`config.mk`:
```
export PLATFORM = sky130hd
export DESIGN_NAME = telemetry_decimator_minmax
export DESIGN_NICKNAME = d
export VERILOG_FILES = /design/src/hw/rtl/tdm_pkg.sv /design/src/hw/rtl/tdm_extremes.sv /design/src/hw/rtl/telemetry_decimator_minmax.sv
export SDC_FILE = /design/constraint.sdc
export NUM_CORES = 2
export LEC_CHECK = 0
export BUFFER_PORTS_ARGS = -buffer_cell sky130_fd_sc_hd__buf_2
export CAP_MARGIN = 30
export CORE_UTILIZATION = 56
export DETAILED_ROUTE_END_ITERATION = 7
export GPL_TIMING_DRIVEN = 0
export HOLD_SLACK_MARGIN = 0.1
export PLACE_DENSITY = 0.75
export SLEW_MARGIN = 30
export SYNTH_ARGS = -nofsm -noshare
export SYNTH_HDL_FRONTEND = slang
export SYNTH_SLANG_ARGS = --single-unit
```
`constraint.sdc`:
```
create_clock -name aclk -period 11.7 [get_ports aclk]
set_input_delay 0.585 -clock aclk [delete_from_list [all_inputs] [get_ports aclk]]
set_output_delay 0.585 -clock aclk [all_outputs]
set_load 0.005 [all_outputs]
```
`src/hw/rtl/tdm_pkg.sv`:
```
// shared types, codes and the speed conversion for the telemetry decimator
`default_nettype none
package tdm_pkg;

    localparam logic [15:0] PERIOD_RESET = 16'd1000;
    localparam int          TIME_W       = 40;
    localparam int          KMH_W        = 20;

    // floor(p / 5) as (p * ceil(2^26 / 5)) >> 26, exact for p below 2^26
    localparam logic [23:0] DIV5_RECIP = 24'd13421773;
    localparam int          DIV5_SHIFT = 26;

    typedef enum logic [1:0] {
        ACT_ADD       = 2'd0,
        ACT_NEW_VIDEO = 2'd1,
        ACT_QUERY     = 2'd2
    } action_t;

    typedef enum logic [2:0] {
        SEL_LAT    = 3'd0,
        SEL_LON    = 3'd1,
        SEL_ALT    = 3'd2,
        SEL_GROUND = 3'd3,
        SEL_SPACE  = 3'd4
    } field_sel_t;

    typedef struct packed {
        logic signed [30:0] lat;
        logic signed [31:0] lon;
        logic signed [24:0] alt;
        logic [KMH_W-1:0]   ground;
        logic [KMH_W-1:0]   space;
    } sample_t;

    typedef struct packed {
        logic       upd;
        logic       first;
        logic [2:0] sel;
    } trk_ctrl_t;

    // mm/s to km/h x1000: floor(v * 18 / 5)
    function automatic logic [KMH_W-1:0] mms_to_kmh(input logic [17:0] v);
        logic [22:0] p;
        logic [46:0] prod;
        begin
            p    = {1'b0, v, 4'b0000} + {4'b0000, v, 1'b0};
            prod = {24'd0, p} * {23'd0, DIV5_RECIP};
            return prod[DIV5_SHIFT +: KMH_W];
        end
    endfunction

endpackage
`default_nettype wire

```
`src/hw/rtl/tdm_extremes.sv`:
```
// running minimum and maximum of the five sample quantities
`default_nettype none
module tdm_extremes (
    input  wire logic                aclk,
    input  wire logic                aresetn,
    input  wire tdm_pkg::trk_ctrl_t  ctrl,
    input  wire tdm_pkg::sample_t    smp,
    output logic signed [31:0]       ext_min,
    output logic signed [31:0]       ext_max
);
    import tdm_pkg::*;

    logic signed [30:0] lat_min_reg, lat_max_reg, lat_min_next, lat_max_next;
    logic signed [31:0] lon_min_reg, lon_max_reg, lon_min_next, lon_max_next;
    logic signed [24:0] alt_min_reg, alt_max_reg, alt_min_next, alt_max_next;
    logic [KMH_W-1:0]   gnd_min_reg, gnd_max_reg, gnd_min_next, gnd_max_next;
    logic [KMH_W-1:0]   spc_min_reg, spc_max_reg, spc_min_next, spc_max_next;

    always_comb begin
        lat_min_next = lat_min_reg;
        lat_max_next = lat_max_reg;
        lon_min_next = lon_min_reg;
        lon_max_next = lon_max_reg;
        alt_min_next = alt_min_reg;
        alt_max_next = alt_max_reg;
        gnd_min_next = gnd_min_reg;
        gnd_max_next = gnd_max_reg;
        spc_min_next = spc_min_reg;
        spc_max_next = spc_max_reg;
        if (ctrl.upd) begin
            if (ctrl.first || smp.lat < lat_min_reg) lat_min_next = smp.lat;
            if (ctrl.first || smp.lat > lat_max_reg) lat_max_next = smp.lat;
            if (ctrl.first || smp.lon < lon_min_reg) lon_min_next = smp.lon;
            if (ctrl.first || smp.lon > lon_max_reg) lon_max_next = smp.lon;
            if (ctrl.first || smp.alt < alt_min_reg) alt_min_next = smp.alt;
            if (ctrl.first || smp.alt > alt_max_reg) alt_max_next = smp.alt;
            if (ctrl.first || smp.ground < gnd_min_reg) gnd_min_next = smp.ground;
            if (ctrl.first || smp.ground > gnd_max_reg) gnd_max_next = smp.ground;
            if (ctrl.first || smp.space < spc_min_reg) spc_min_next = smp.space;
            if (ctrl.first || smp.space > spc_max_reg) spc_max_next = smp.space;
        end
    end

    always_ff @(posedge aclk) begin
        if (!aresetn) begin
            lat_min_reg <= '0;
            lat_max_reg <= '0;
            lon_min_reg <= '0;
            lon_max_reg <= '0;
            alt_min_reg <= '0;
            alt_max_reg <= '0;
            gnd_min_reg <= '0;
            gnd_max_reg <= '0;
            spc_min_reg <= '0;
            spc_max_reg <= '0;
        end else begin
            lat_min_reg <= lat_min_next;
            lat_max_reg <= lat_max_next;
            lon_min_reg <= lon_min_next;
            lon_max_reg <= lon_max_next;
            alt_min_reg <= alt_min_next;
            alt_max_reg <= alt_max_next;
            gnd_min_reg <= gnd_min_next;
            gnd_max_reg <= gnd_max_next;
            spc_min_reg <= spc_min_next;
            spc_max_reg <= spc_max_next;
        end
    end

    // report the values as they stand after this item
    always_comb begin
        case (ctrl.sel)
            SEL_LAT: begin
                ext_min = {lat_min_next[30], lat_min_next};
                ext_max = {lat_max_next[30], lat_max_next};
            end
            SEL_LON: begin
                ext_min = lon_min_next;
                ext_max = lon_max_next;
            end
            SEL_ALT: begin
                ext_min = {{7{alt_min_next[24]}}, alt_min_next};
                ext_max = {{7{alt_max_next[24]}}, alt_max_next};
            end
            SEL_GROUND: begin
                ext_min = {12'd0, gnd_min_next};
                ext_max = {12'd0, gnd_max_next};
            end
            SEL_SPACE: begin
                ext_min = {12'd0, spc_min_next};
                ext_max = {12'd0, spc_max_next};
            end
            default: begin
                ext_min = '0;
                ext_max = '0;
            end
        endcase
    end

endmodule
`default_nettype wire

```
`src/hw/rtl/telemetry_decimator_minmax.sv`:
```
// top level of the telemetry decimator with running min/max tracking
`default_nettype none
// usage
//   s_ channel: one telemetry beat per item; s_tuser carries the action
//   (add sample, new video segment, query). m_ channel: one result beat per
//   item, in order. cfg_we/cfg_wdata load the sample period in ms; write it
//   only while no item is in flight.
// pipeline and throughput
//   a result beat passes the input register (speeds already converted on
//   the way in), then the result register, which takes the acceptance
//   decision and min/max update.
//   while m_tready stays high, one beat per cycle is sustained; the decision
//   logic and the timeline state are all updated in the single second stage.
// reset
//   aresetn low clears the timeline offset, due time, counters, extremes and
//   both valid flags, and sets the period to 1000 ms.
// backpressure
//   while m_tready is low the result register holds; the input register
//   still fills once, after that s_tready drops until the result is taken.
module telemetry_decimator_minmax (
    input  wire logic         aclk,
    input  wire logic         aresetn,
    // configuration
    input  wire logic         cfg_we,
    input  wire logic [15:0]  cfg_wdata,
    // input stream
    input  wire logic         s_tvalid,
    output logic              s_tready,
    // timestamp, latitude, longitude, altitude, ground_speed, space_speed,
    // field_select, zero pad
    input  wire logic [159:0] s_tdata,
    // action
    input  wire logic [1:0]   s_tuser,
    // result stream
    output logic              m_tvalid,
    input  wire logic         m_tready,
    // drift, out_latitude, out_longitude, out_altitude, out_ground_kmh,
    // out_space_kmh, accepted_count, extreme_min, extreme_max
    output logic [263:0]      m_tdata,
    // accepted, extremes_valid
    output logic [1:0]        m_tuser
);
    import tdm_pkg::*;

    // configuration
    logic [15:0] period_reg;

    // input stage
    logic                in_valid_reg;
    logic [1:0]          in_act_reg;
    logic [31:0]         in_ts_reg;
    logic [2:0]          in_sel_reg;
    sample_t             in_smp_reg;
    logic                in_ready;
    logic                in_take;
    sample_t             s_smp;

    // result stage
    logic                out_valid_reg;
    logic                out_ready;
    logic                out_take;
    logic                out_acc_reg;
    logic                out_ev_reg;
    logic [TIME_W-1:0]   out_drift_reg;
    sample_t             out_smp_reg;
    logic [31:0]         out_count_reg;
    logic signed [31:0]  out_min_reg;
    logic signed [31:0]  out_max_reg;

    // timeline state
    logic                have_reg,   have_next;
    logic [TIME_W-1:0]   seg_off_reg, seg_off_next;
    logic [TIME_W-1:0]   due_reg,    due_next;
    logic [31:0]         last_ts_reg, last_ts_next;
    logic [31:0]         total_reg,  total_next;

    // decision
    logic                is_add;
    logic                hit;
    logic [TIME_W-1:0]   t_off;
    logic [TIME_W:0]     late_lim;
    logic [TIME_W:0]     late_diff;
    logic [TIME_W-1:0]   drift;
    trk_ctrl_t           trk_ctrl;
    logic signed [31:0]  ext_min;
    logic signed [31:0]  ext_max;

    // handshakes: result register frees when taken, input stage flows into it
    assign out_ready = !out_valid_reg || m_tready;
    assign in_ready  = !in_valid_reg || out_ready;
    assign s_tready  = in_ready;
    assign in_take   = s_tvalid && in_ready;
    assign out_take  = in_valid_reg && out_ready;

    // unpack the input beat, speeds converted on the way in
    always_comb begin
        s_smp.lat    = s_tdata[62:32];
        s_smp.lon    = s_tdata[94:63];
        s_smp.alt    = s_tdata[119:95];
        s_smp.ground = mms_to_kmh(s_tdata[137:120]);
        s_smp.space  = mms_to_kmh(s_tdata[155:138]);
    end

    always_ff @(posedge aclk) begin
        if (!aresetn) begin
            period_reg <= PERIOD_RESET;
        end else if (cfg_we) begin
            period_reg <= cfg_wdata;
        end
    end

    always_ff @(posedge aclk) begin
        if (!aresetn) begin
            in_valid_reg <= 1'b0;
        end else if (in_ready) begin
            in_valid_reg <= s_tvalid;
        end
    end

    always_ff @(posedge aclk) begin
        if (in_take) begin
            in_act_reg <= s_tuser;
            in_ts_reg  <= s_tdata[31:0];
            in_sel_reg <= s_tdata[158:156];
            in_smp_reg <= s_smp;
        end
    end

    // acceptance on the offset timeline
    always_comb begin
        is_add    = (in_act_reg == ACT_ADD);
        t_off     = {8'd0, in_ts_reg} + seg_off_reg;
        hit       = is_add && (!have_reg || (t_off >= due_reg));
        // due time plus half a period, kept one bit wider so it never wraps
        late_lim  = {1'b0, due_reg} + {{(TIME_W-14){1'b0}}, period_reg[15:1]};
        late_diff = {1'b0, t_off} - late_lim;
        if (hit && have_reg && ({1'b0, t_off} > late_lim)) begin
            drift = late_diff[TIME_W-1:0];
        end else begin
            drift = '0;
        end
    end

    always_comb begin
        have_next    = have_reg;
        seg_off_next = seg_off_reg;
        due_next     = due_reg;
        last_ts_next = last_ts_reg;
        total_next   = total_reg;
        if (out_take) begin
            case (in_act_reg)
                ACT_ADD: begin
                    have_next    = 1'b1;
                    last_ts_next = in_ts_reg;
                    if (hit) begin
                        due_next   = due_reg + {{(TIME_W-16){1'b0}}, period_reg};
                        total_next = total_reg + 32'd1;
                    end
                end
                ACT_NEW_VIDEO: begin
                    seg_off_next = seg_off_reg + {8'd0, last_ts_reg};
                end
                default: begin
                    // query and the unused code change nothing
                end
            endcase
        end
    end

    always_ff @(posedge aclk) begin
        if (!aresetn) begin
            have_reg    <= 1'b0;
            seg_off_reg <= '0;
            due_reg     <= '0;
            last_ts_reg <= '0;
            total_reg   <= '0;
        end else begin
            have_reg    <= have_next;
            seg_off_reg <= seg_off_next;
            due_reg     <= due_next;
            last_ts_reg <= last_ts_next;
            total_reg   <= total_next;
        end
    end

    assign trk_ctrl.upd   = out_take && is_add;
    assign trk_ctrl.first = !have_reg;
    assign trk_ctrl.sel   = in_sel_reg;

    tdm_extremes u_extremes (
        .aclk    (aclk),
        .aresetn (aresetn),
        .ctrl    (trk_ctrl),
        .smp     (in_smp_reg),
        .ext_min (ext_min),
        .ext_max (ext_max)
    );

    // result register
    always_ff @(posedge aclk) begin
        if (!aresetn) begin
            out_valid_reg <= 1'b0;
        end else if (out_ready) begin
            out_valid_reg <= in_valid_reg;
        end
    end

    always_ff @(posedge aclk) begin
        if (out_take) begin
            out_acc_reg   <= hit;
            out_ev_reg    <= have_next;
            out_drift_reg <= drift;
            out_smp_reg   <= hit ? in_smp_reg : '0;
            out_count_reg <= total_next;
            out_min_reg   <= ext_min;
            out_max_reg   <= ext_max;
        end
    end

    assign m_tvalid = out_valid_reg;
    assign m_tuser  = {out_ev_reg, out_acc_reg};
    assign m_tdata  = {out_max_reg, out_min_reg, out_count_reg,
                       out_smp_reg.space, out_smp_reg.ground, out_smp_reg.alt,
                       out_smp_reg.lon, out_smp_reg.lat, out_drift_reg};

endmodule
`default_nettype wire
```
======== After elaboration in Yosys (flattened, before gate mapping) ========
Cells that the tools add are included.
storage, ports and cells
  register bits after elaboration ......... 850
  input port bits ......................... 183
  output and inout bits ................... 268
  word-level logic and storage cells ...... 118
operators by class
  add/sub/neg operators ................... 8
  multipliers ............................. 2
  $lt $le $gt $ge ......................... 12
  equality and inequality tests ........... 5
  muxes and demuxes ....................... 27
  reductions and logical operators ........ 27
operators by type and width
  kind                                                  count
  case mux 32 bit (5 select lines)                      2
  two-way mux 32 bit                                    7
  two-way mux 20 bit                                    8
  two-way mux 31 bit                                    4
  two-way mux 25 bit                                    4
  multiplier 23 x 24 -> 46 bit (second input constant)  2
  adder 22 x 19 -> 23 bit                               2
  adder 40 x 15 -> 41 bit                               1
  > comparator 40 x 41 -> 1 bit                         1
  adder 32 x 40 -> 40 bit                               1
  adder 40 x 16 -> 40 bit                               1
  adder 40 x 32 -> 40 bit                               1
  >= comparator 40 bit                                  1
  > comparator 20 bit                                   2
  less-than comparator 20 bit                           2
  subtractor 40 bit                                     1
  adder 32 x 1 -> 32 bit (second input constant)        1
  > comparator 32 bit                                   1
  less-than comparator 32 bit                           1
  > comparator 31 bit                                   1
  less-than comparator 31 bit                           1
  > comparator 25 bit                                   1
  less-than comparator 25 bit                           1
  logical OR 1 bit                                      13
  11 further kinds                                      21

======== Longest topological paths before layout ========
  depth in word-level cells ............... 7
  depth in mapped cells ................... 35
  gate-level depth less buffers ........... 35

======== Hierarchy ========
From an unflattened synthesis, not the netlist that was laid out.
second synthesis, totals
  cell total of the unflattened synthesis .. 6121
  area total of the unflattened synthesis .. 61377.6 um^2
by module, submodules not included
  module                      instances  cells each  area an instance (um^2)  sequential area each (um^2)
  telemetry_decimator_minmax  1          4113        43819.5                  16205.5
  tdm_extremes                1          2008        17558.1                  5124.9

======== Worst setup path before layout ========
OpenSTA, ideal clock, no wires.
  kind .................................... input-to-reg
  start point ............................. input s_tdata[120]
  end point ............................... register in_smp_reg[34] in the netlist's numbering, data pin
  setup time .............................. 0.266 ns
  arrival ................................. 8.368 ns
  required time ........................... 11.434 ns
  slack ................................... 3.067 ns
  stages .................................. 32
  path buffers ............................ 0
  cell sequence ........................... ha_1 > fa_1 > a21o_1 > a21oi_1 > nor2_1 > o21a_1 > o41ai_1 > o211a_1 > nor3_1 > a21oi_1 > o21ai_0 > ha_1 > fa_1 > inv_1 > fa_1 > fa_1 > inv_1 > fa_1 > inv_1 > fa_1 > inv_1 > fa_1 > ha_1 > o21a_1 > o21ai_0 > nand2b_1 > and3_1 > nand3_1 > nand3_1 > a31oi_1 > o221ai_1 > xor2_1
RTL lines
  element               RTL line                           source
  from (decl)           telemetry_decimator_minmax.sv:31   input wire logic [159:0] s_tdata,
  to (signal assigned)  telemetry_decimator_minmax.sv:125  in_smp_reg <= s_smp;
  to (decl)             telemetry_decimator_minmax.sv:53   sample_t in_smp_reg;

==> results.sh <==
export IMPL_outcome="finished clean"
export IMPL_rsz0062_at_grt="false"
export IMPL_via_per_inst=5.89
export IMPL_core_area_um2=109000
export IMPL_path_class="primary input to flop"
export IMPL_yosysSeqAreaShare_pct=34.3
export IMPL_overflow=0
export IMPL_ant_nets=0
export IMPL_post_drt_wl_per_cell_um=22.5
export IMPL_crit_family="adder cells"
export IMPL_skew_ps=38.3
export IMPL_syn_nets=7604
export IMPL_worst_path_buf_inv=3
export IMPL_cts_root_buffer="clkbuf_16"
export IMPL_fin_util_pct=65.0
export IMPL_cp_max_fo=6
export IMPL_cts_htree_levels=3
export IMPL_yosysWarnings=0
export IMPL_dp_hpwl_mm=155
export IMPL_setup_viol=0
export IMPL_hold_violations=0
export IMPL_multi_input_area_um2=36700
export IMPL_cp_end_kind="flop"
export IMPL_die_h_um=335
export IMPL_rr_startpoint="in_ts_reg[0]"
export IMPL_hold_class="primary input to flop"
export IMPL_ys_seq_elements=850
export IMPL_grt_use_total_pct=33.9
export IMPL_hold_depth=3
export IMPL_drt_total_wl_mm=192
export IMPL_drv_cap=0
export IMPL_io_pins=451
export IMPL_drc=0
export IMPL_drt_iter0_markers=4499
export IMPL_rrSetupSlack_ps=4030
export IMPL_start_util_pct=56.7
export IMPL_cts_buffer_depth=3
export IMPL_dieArea_um2=112000
export IMPL_fin_crit_sh_pct=78.8
export IMPL_synth_edf_count=431
export IMPL_cts_resized=0
export IMPL_synth_flop_cell="edfxtp_1"
export IMPL_cp_slowest_cell="o41ai_1"
export IMPL_portBuffers=447
export IMPL_cts_tree="done"
export IMPL_async_flop_share_pct=0
export IMPL_cp_start_kind="primary input"
export IMPL_tightest_slew_ps=1110
export IMPL_antenna_found_initial=18
export IMPL_maxSlewViolCount=0
export IMPL_startpoint="s_tdata[120]"
export IMPL_finalCriticalPeriod_ps=9220
export IMPL_clock_sinks=850
export IMPL_endpoint="in_smp_reg[34]"
export IMPL_vias=50400
export IMPL_clk_pin_slew_worst_paths_ps=60
export IMPL_fillers=8861
export IMPL_numCtsBuffers=97
export IMPL_drive_gt1_share_pct=11.3
export IMPL_syn2layout_area_growth_pct=14.5
export IMPL_critical_path_depth=31
export IMPL_fin_nets=8289
export IMPL_fmaxAchievable_mhz=109
export IMPL_syn_inst=6305
export IMPL_finalWeightedCongestion=1.03
export IMPL_ctsHoldBuffers=127
export IMPL_regArea_um2=21300
export IMPL_grt_pass1_wl_mm=290
export IMPL_cpMostUsedCell="fa_1"
export IMPL_netlist_cell_type_count=88
export IMPL_die_width_um=335
export IMPL_cp_arrival_ps=9640
export IMPL_clk_insertion_delay_late_ps=710
export IMPL_grt_pass1_vias=49800
export IMPL_slowest_delay_ps=650
export IMPL_rows=121
export IMPL_cts_setup_buffers=0
export IMPL_syn_avg_cell_area_um2=9.85
export IMPL_worstPathRequired_ps=12120
export IMPL_r2r_worst_path_cells=22
export IMPL_first_pass_iters=8
export IMPL_synth_area_um2=62100
export IMPL_reg2reg_to="m_tdata[84]"
export IMPL_grt_max_degree=52
export IMPL_max_slew_margin_rel_pct=24.3
## cell families after synthesis
logic type                 synth area share [%]
AOI/OAI and AO/OA                          13.6
xor gates and xnor gates                   3.48
adders and majority gates                  25.8
buffers and inverters                      6.58
DFF                                        34.3
muxes                                      3.70
and+or+nand+nor                            12.5
## worst reg2reg max path, stage by stage (launching register included)
cell,delay [ps]
edfxtp_1,390
ha_1,270
fa_1,430
a211oi_1,300
o21ai_0,260
a31oi_1,350
o32ai_1,230
a21oi_1,400
nor4_1,130
o41ai_1,680
nor2b_1,130
xor2_1,450
ha_1,230
nand4_1,190
nor4_4,340
and4_4,310
and3b_1,190
a22oi_2,170
a21boi_2,350
buf_2,340
buf_2,600
clkbuf_1,590
and2_1,230
## final cells by class
class | instances | share of cell area (%)
multi-input cells | 4380 | 51.6
flip-flops and latches | 850 | 30.0
repair buffers | 586 | 5.32
inverters | 868 | 4.58
clock buffers | 115 | 3.55
well taps | 1476 | 2.60
plain buffers | 207 | 1.18
clock inverters | 67 | 1.13
diodes | 3 | 0.0106
## per-stage QoR
stage                     hold slack [ps]  TNS, ps  cell area [µm²]  worst slack (ps)  cells
final                                 123        0            71100              2480   8552
after global routing                  131        0            71100              1860   8550
after CTS                             101        0            71100              2470   8548
after detailed placement              443        0            66500              1790   8239
after global placement                439    -5040            66200              -309   8228
after floorplan                       432        0            62100              3070   6305
## how the worst min path moves through the flow
| stage | slack [ps] | end | from |
|---|---|---|---|
| global route | 130 | in_ts_reg[0] | s_tdata[0] |
| finish | 120 | period_reg[2] | cfg_wdata[2] |
| global placement | 440 | u_extremes.lat_min_reg[12] | u_extremes.lat_min_reg[12] |
| floorplan | 430 | u_extremes.lat_min_reg[10] | u_extremes.lat_min_reg[10] |
| detailed placement | 440 | u_extremes.lat_min_reg[10] | u_extremes.lat_min_reg[10] |
| CTS | 100 | period_reg[2] | cfg_wdata[2] |
## routing by layer
layer	GRT usage, %	up-vias	share of wire, %
met5	0	-	0.083
li1	-	23600	-
met2	54.4	2095	45
met3	5.72	487	8.3
met1	44.6	24300	41
met4	16.0	10	5.1
## Yosys cell counts (14+ instances only)
| cell type | count | area (µm²) |
|---|---|---|
| clkbuf_1 | 178 | 668 |
| and2_1 | 226 | 1410 |
| buf_2 | 17 | 85.1 |
| or2_2 | 41 | 257 |
| a21oi_1 | 362 | 1810 |
| nand2_1 | 316 | 1190 |
| inv_1 | 864 | 3240 |
| mux2i_1 | 171 | 1710 |
| nand4_1 | 93 | 582 |
| edfxtp_1 | 431 | 12900 |
| fa_1 | 273 | 5470 |
| o21a_1 | 63 | 473 |
| o221ai_1 | 26 | 228 |
| a31oi_1 | 49 | 307 |
| a21boi_0 | 17 | 128 |
| o31ai_1 | 14 | 105 |
| a311o_1 | 22 | 220 |
| nor2b_1 | 45 | 282 |
| o21bai_1 | 37 | 278 |
| o221a_2 | 23 | 259 |
| dfxtp_1 | 419 | 8390 |
| xor2_1 | 76 | 666 |
| o21ai_0 | 203 | 1020 |
| and3_1 | 38 | 238 |
| o2111a_1 | 22 | 248 |
| a21o_1 | 162 | 1220 |
| o211ai_1 | 57 | 428 |
| nor4_1 | 30 | 188 |
| and4_1 | 27 | 236 |
| nor3_1 | 104 | 521 |
| nand2b_1 | 40 | 250 |
| a211o_1 | 15 | 131 |
| or3_1 | 35 | 219 |
| xnor2_1 | 171 | 1500 |
| mux2_2 | 52 | 586 |
| a211oi_1 | 71 | 533 |
| ha_1 | 843 | 10500 |
| nor2_1 | 364 | 1370 |
| nand3_1 | 129 | 646 |
| nor3b_1 | 17 | 128 |
## layout by cell type, fill, tap and decap left out, types with 26 or more instances in the layout
| master | netlist | final |
|---|---|---|
| o21a_1 | 63 | 63 |
| nand4_1 | 93 | 93 |
| and3_1 | 38 | 38 |
| nor3_1 | 104 | 103 |
| edfxtp_1 | 431 | 431 |
| ha_1 | 843 | 843 |
| nand3_1 | 129 | 129 |
| and4_1 | 27 | 27 |
| dfxtp_1 | 419 | 419 |
| a211oi_1 | 71 | 71 |
| a31oi_1 | 49 | 49 |
| nand2b_1 | 40 | 40 |
| clkbuf_16 | 0 | 97 |
| xnor2_1 | 171 | 171 |
| o21ai_0 | 203 | 203 |
| buf_2 | 17 | 464 |
| or3_1 | 35 | 35 |
| a21oi_1 | 362 | 362 |
| inv_1 | 864 | 864 |
| and2_1 | 226 | 224 |
| mux2i_1 | 171 | 171 |
| fa_1 | 273 | 273 |
| o221ai_1 | 26 | 26 |
| nor2b_1 | 45 | 45 |
| clkbuf_1 | 178 | 183 |
| o21bai_1 | 37 | 37 |
| o211ai_1 | 57 | 57 |
| a21o_1 | 162 | 162 |
| nor4_1 | 30 | 30 |
| nand2_1 | 316 | 316 |
| mux2_2 | 52 | 52 |
| nor2_1 | 364 | 364 |
| or2_2 | 41 | 41 |
| dlygate4sd3_1 | 0 | 127 |
| xor2_1 | 76 | 76 |
Power is left out: the tool's default activity adds up to more than one toggle a clock period on the data nets, which glitch-free logic cannot reach.
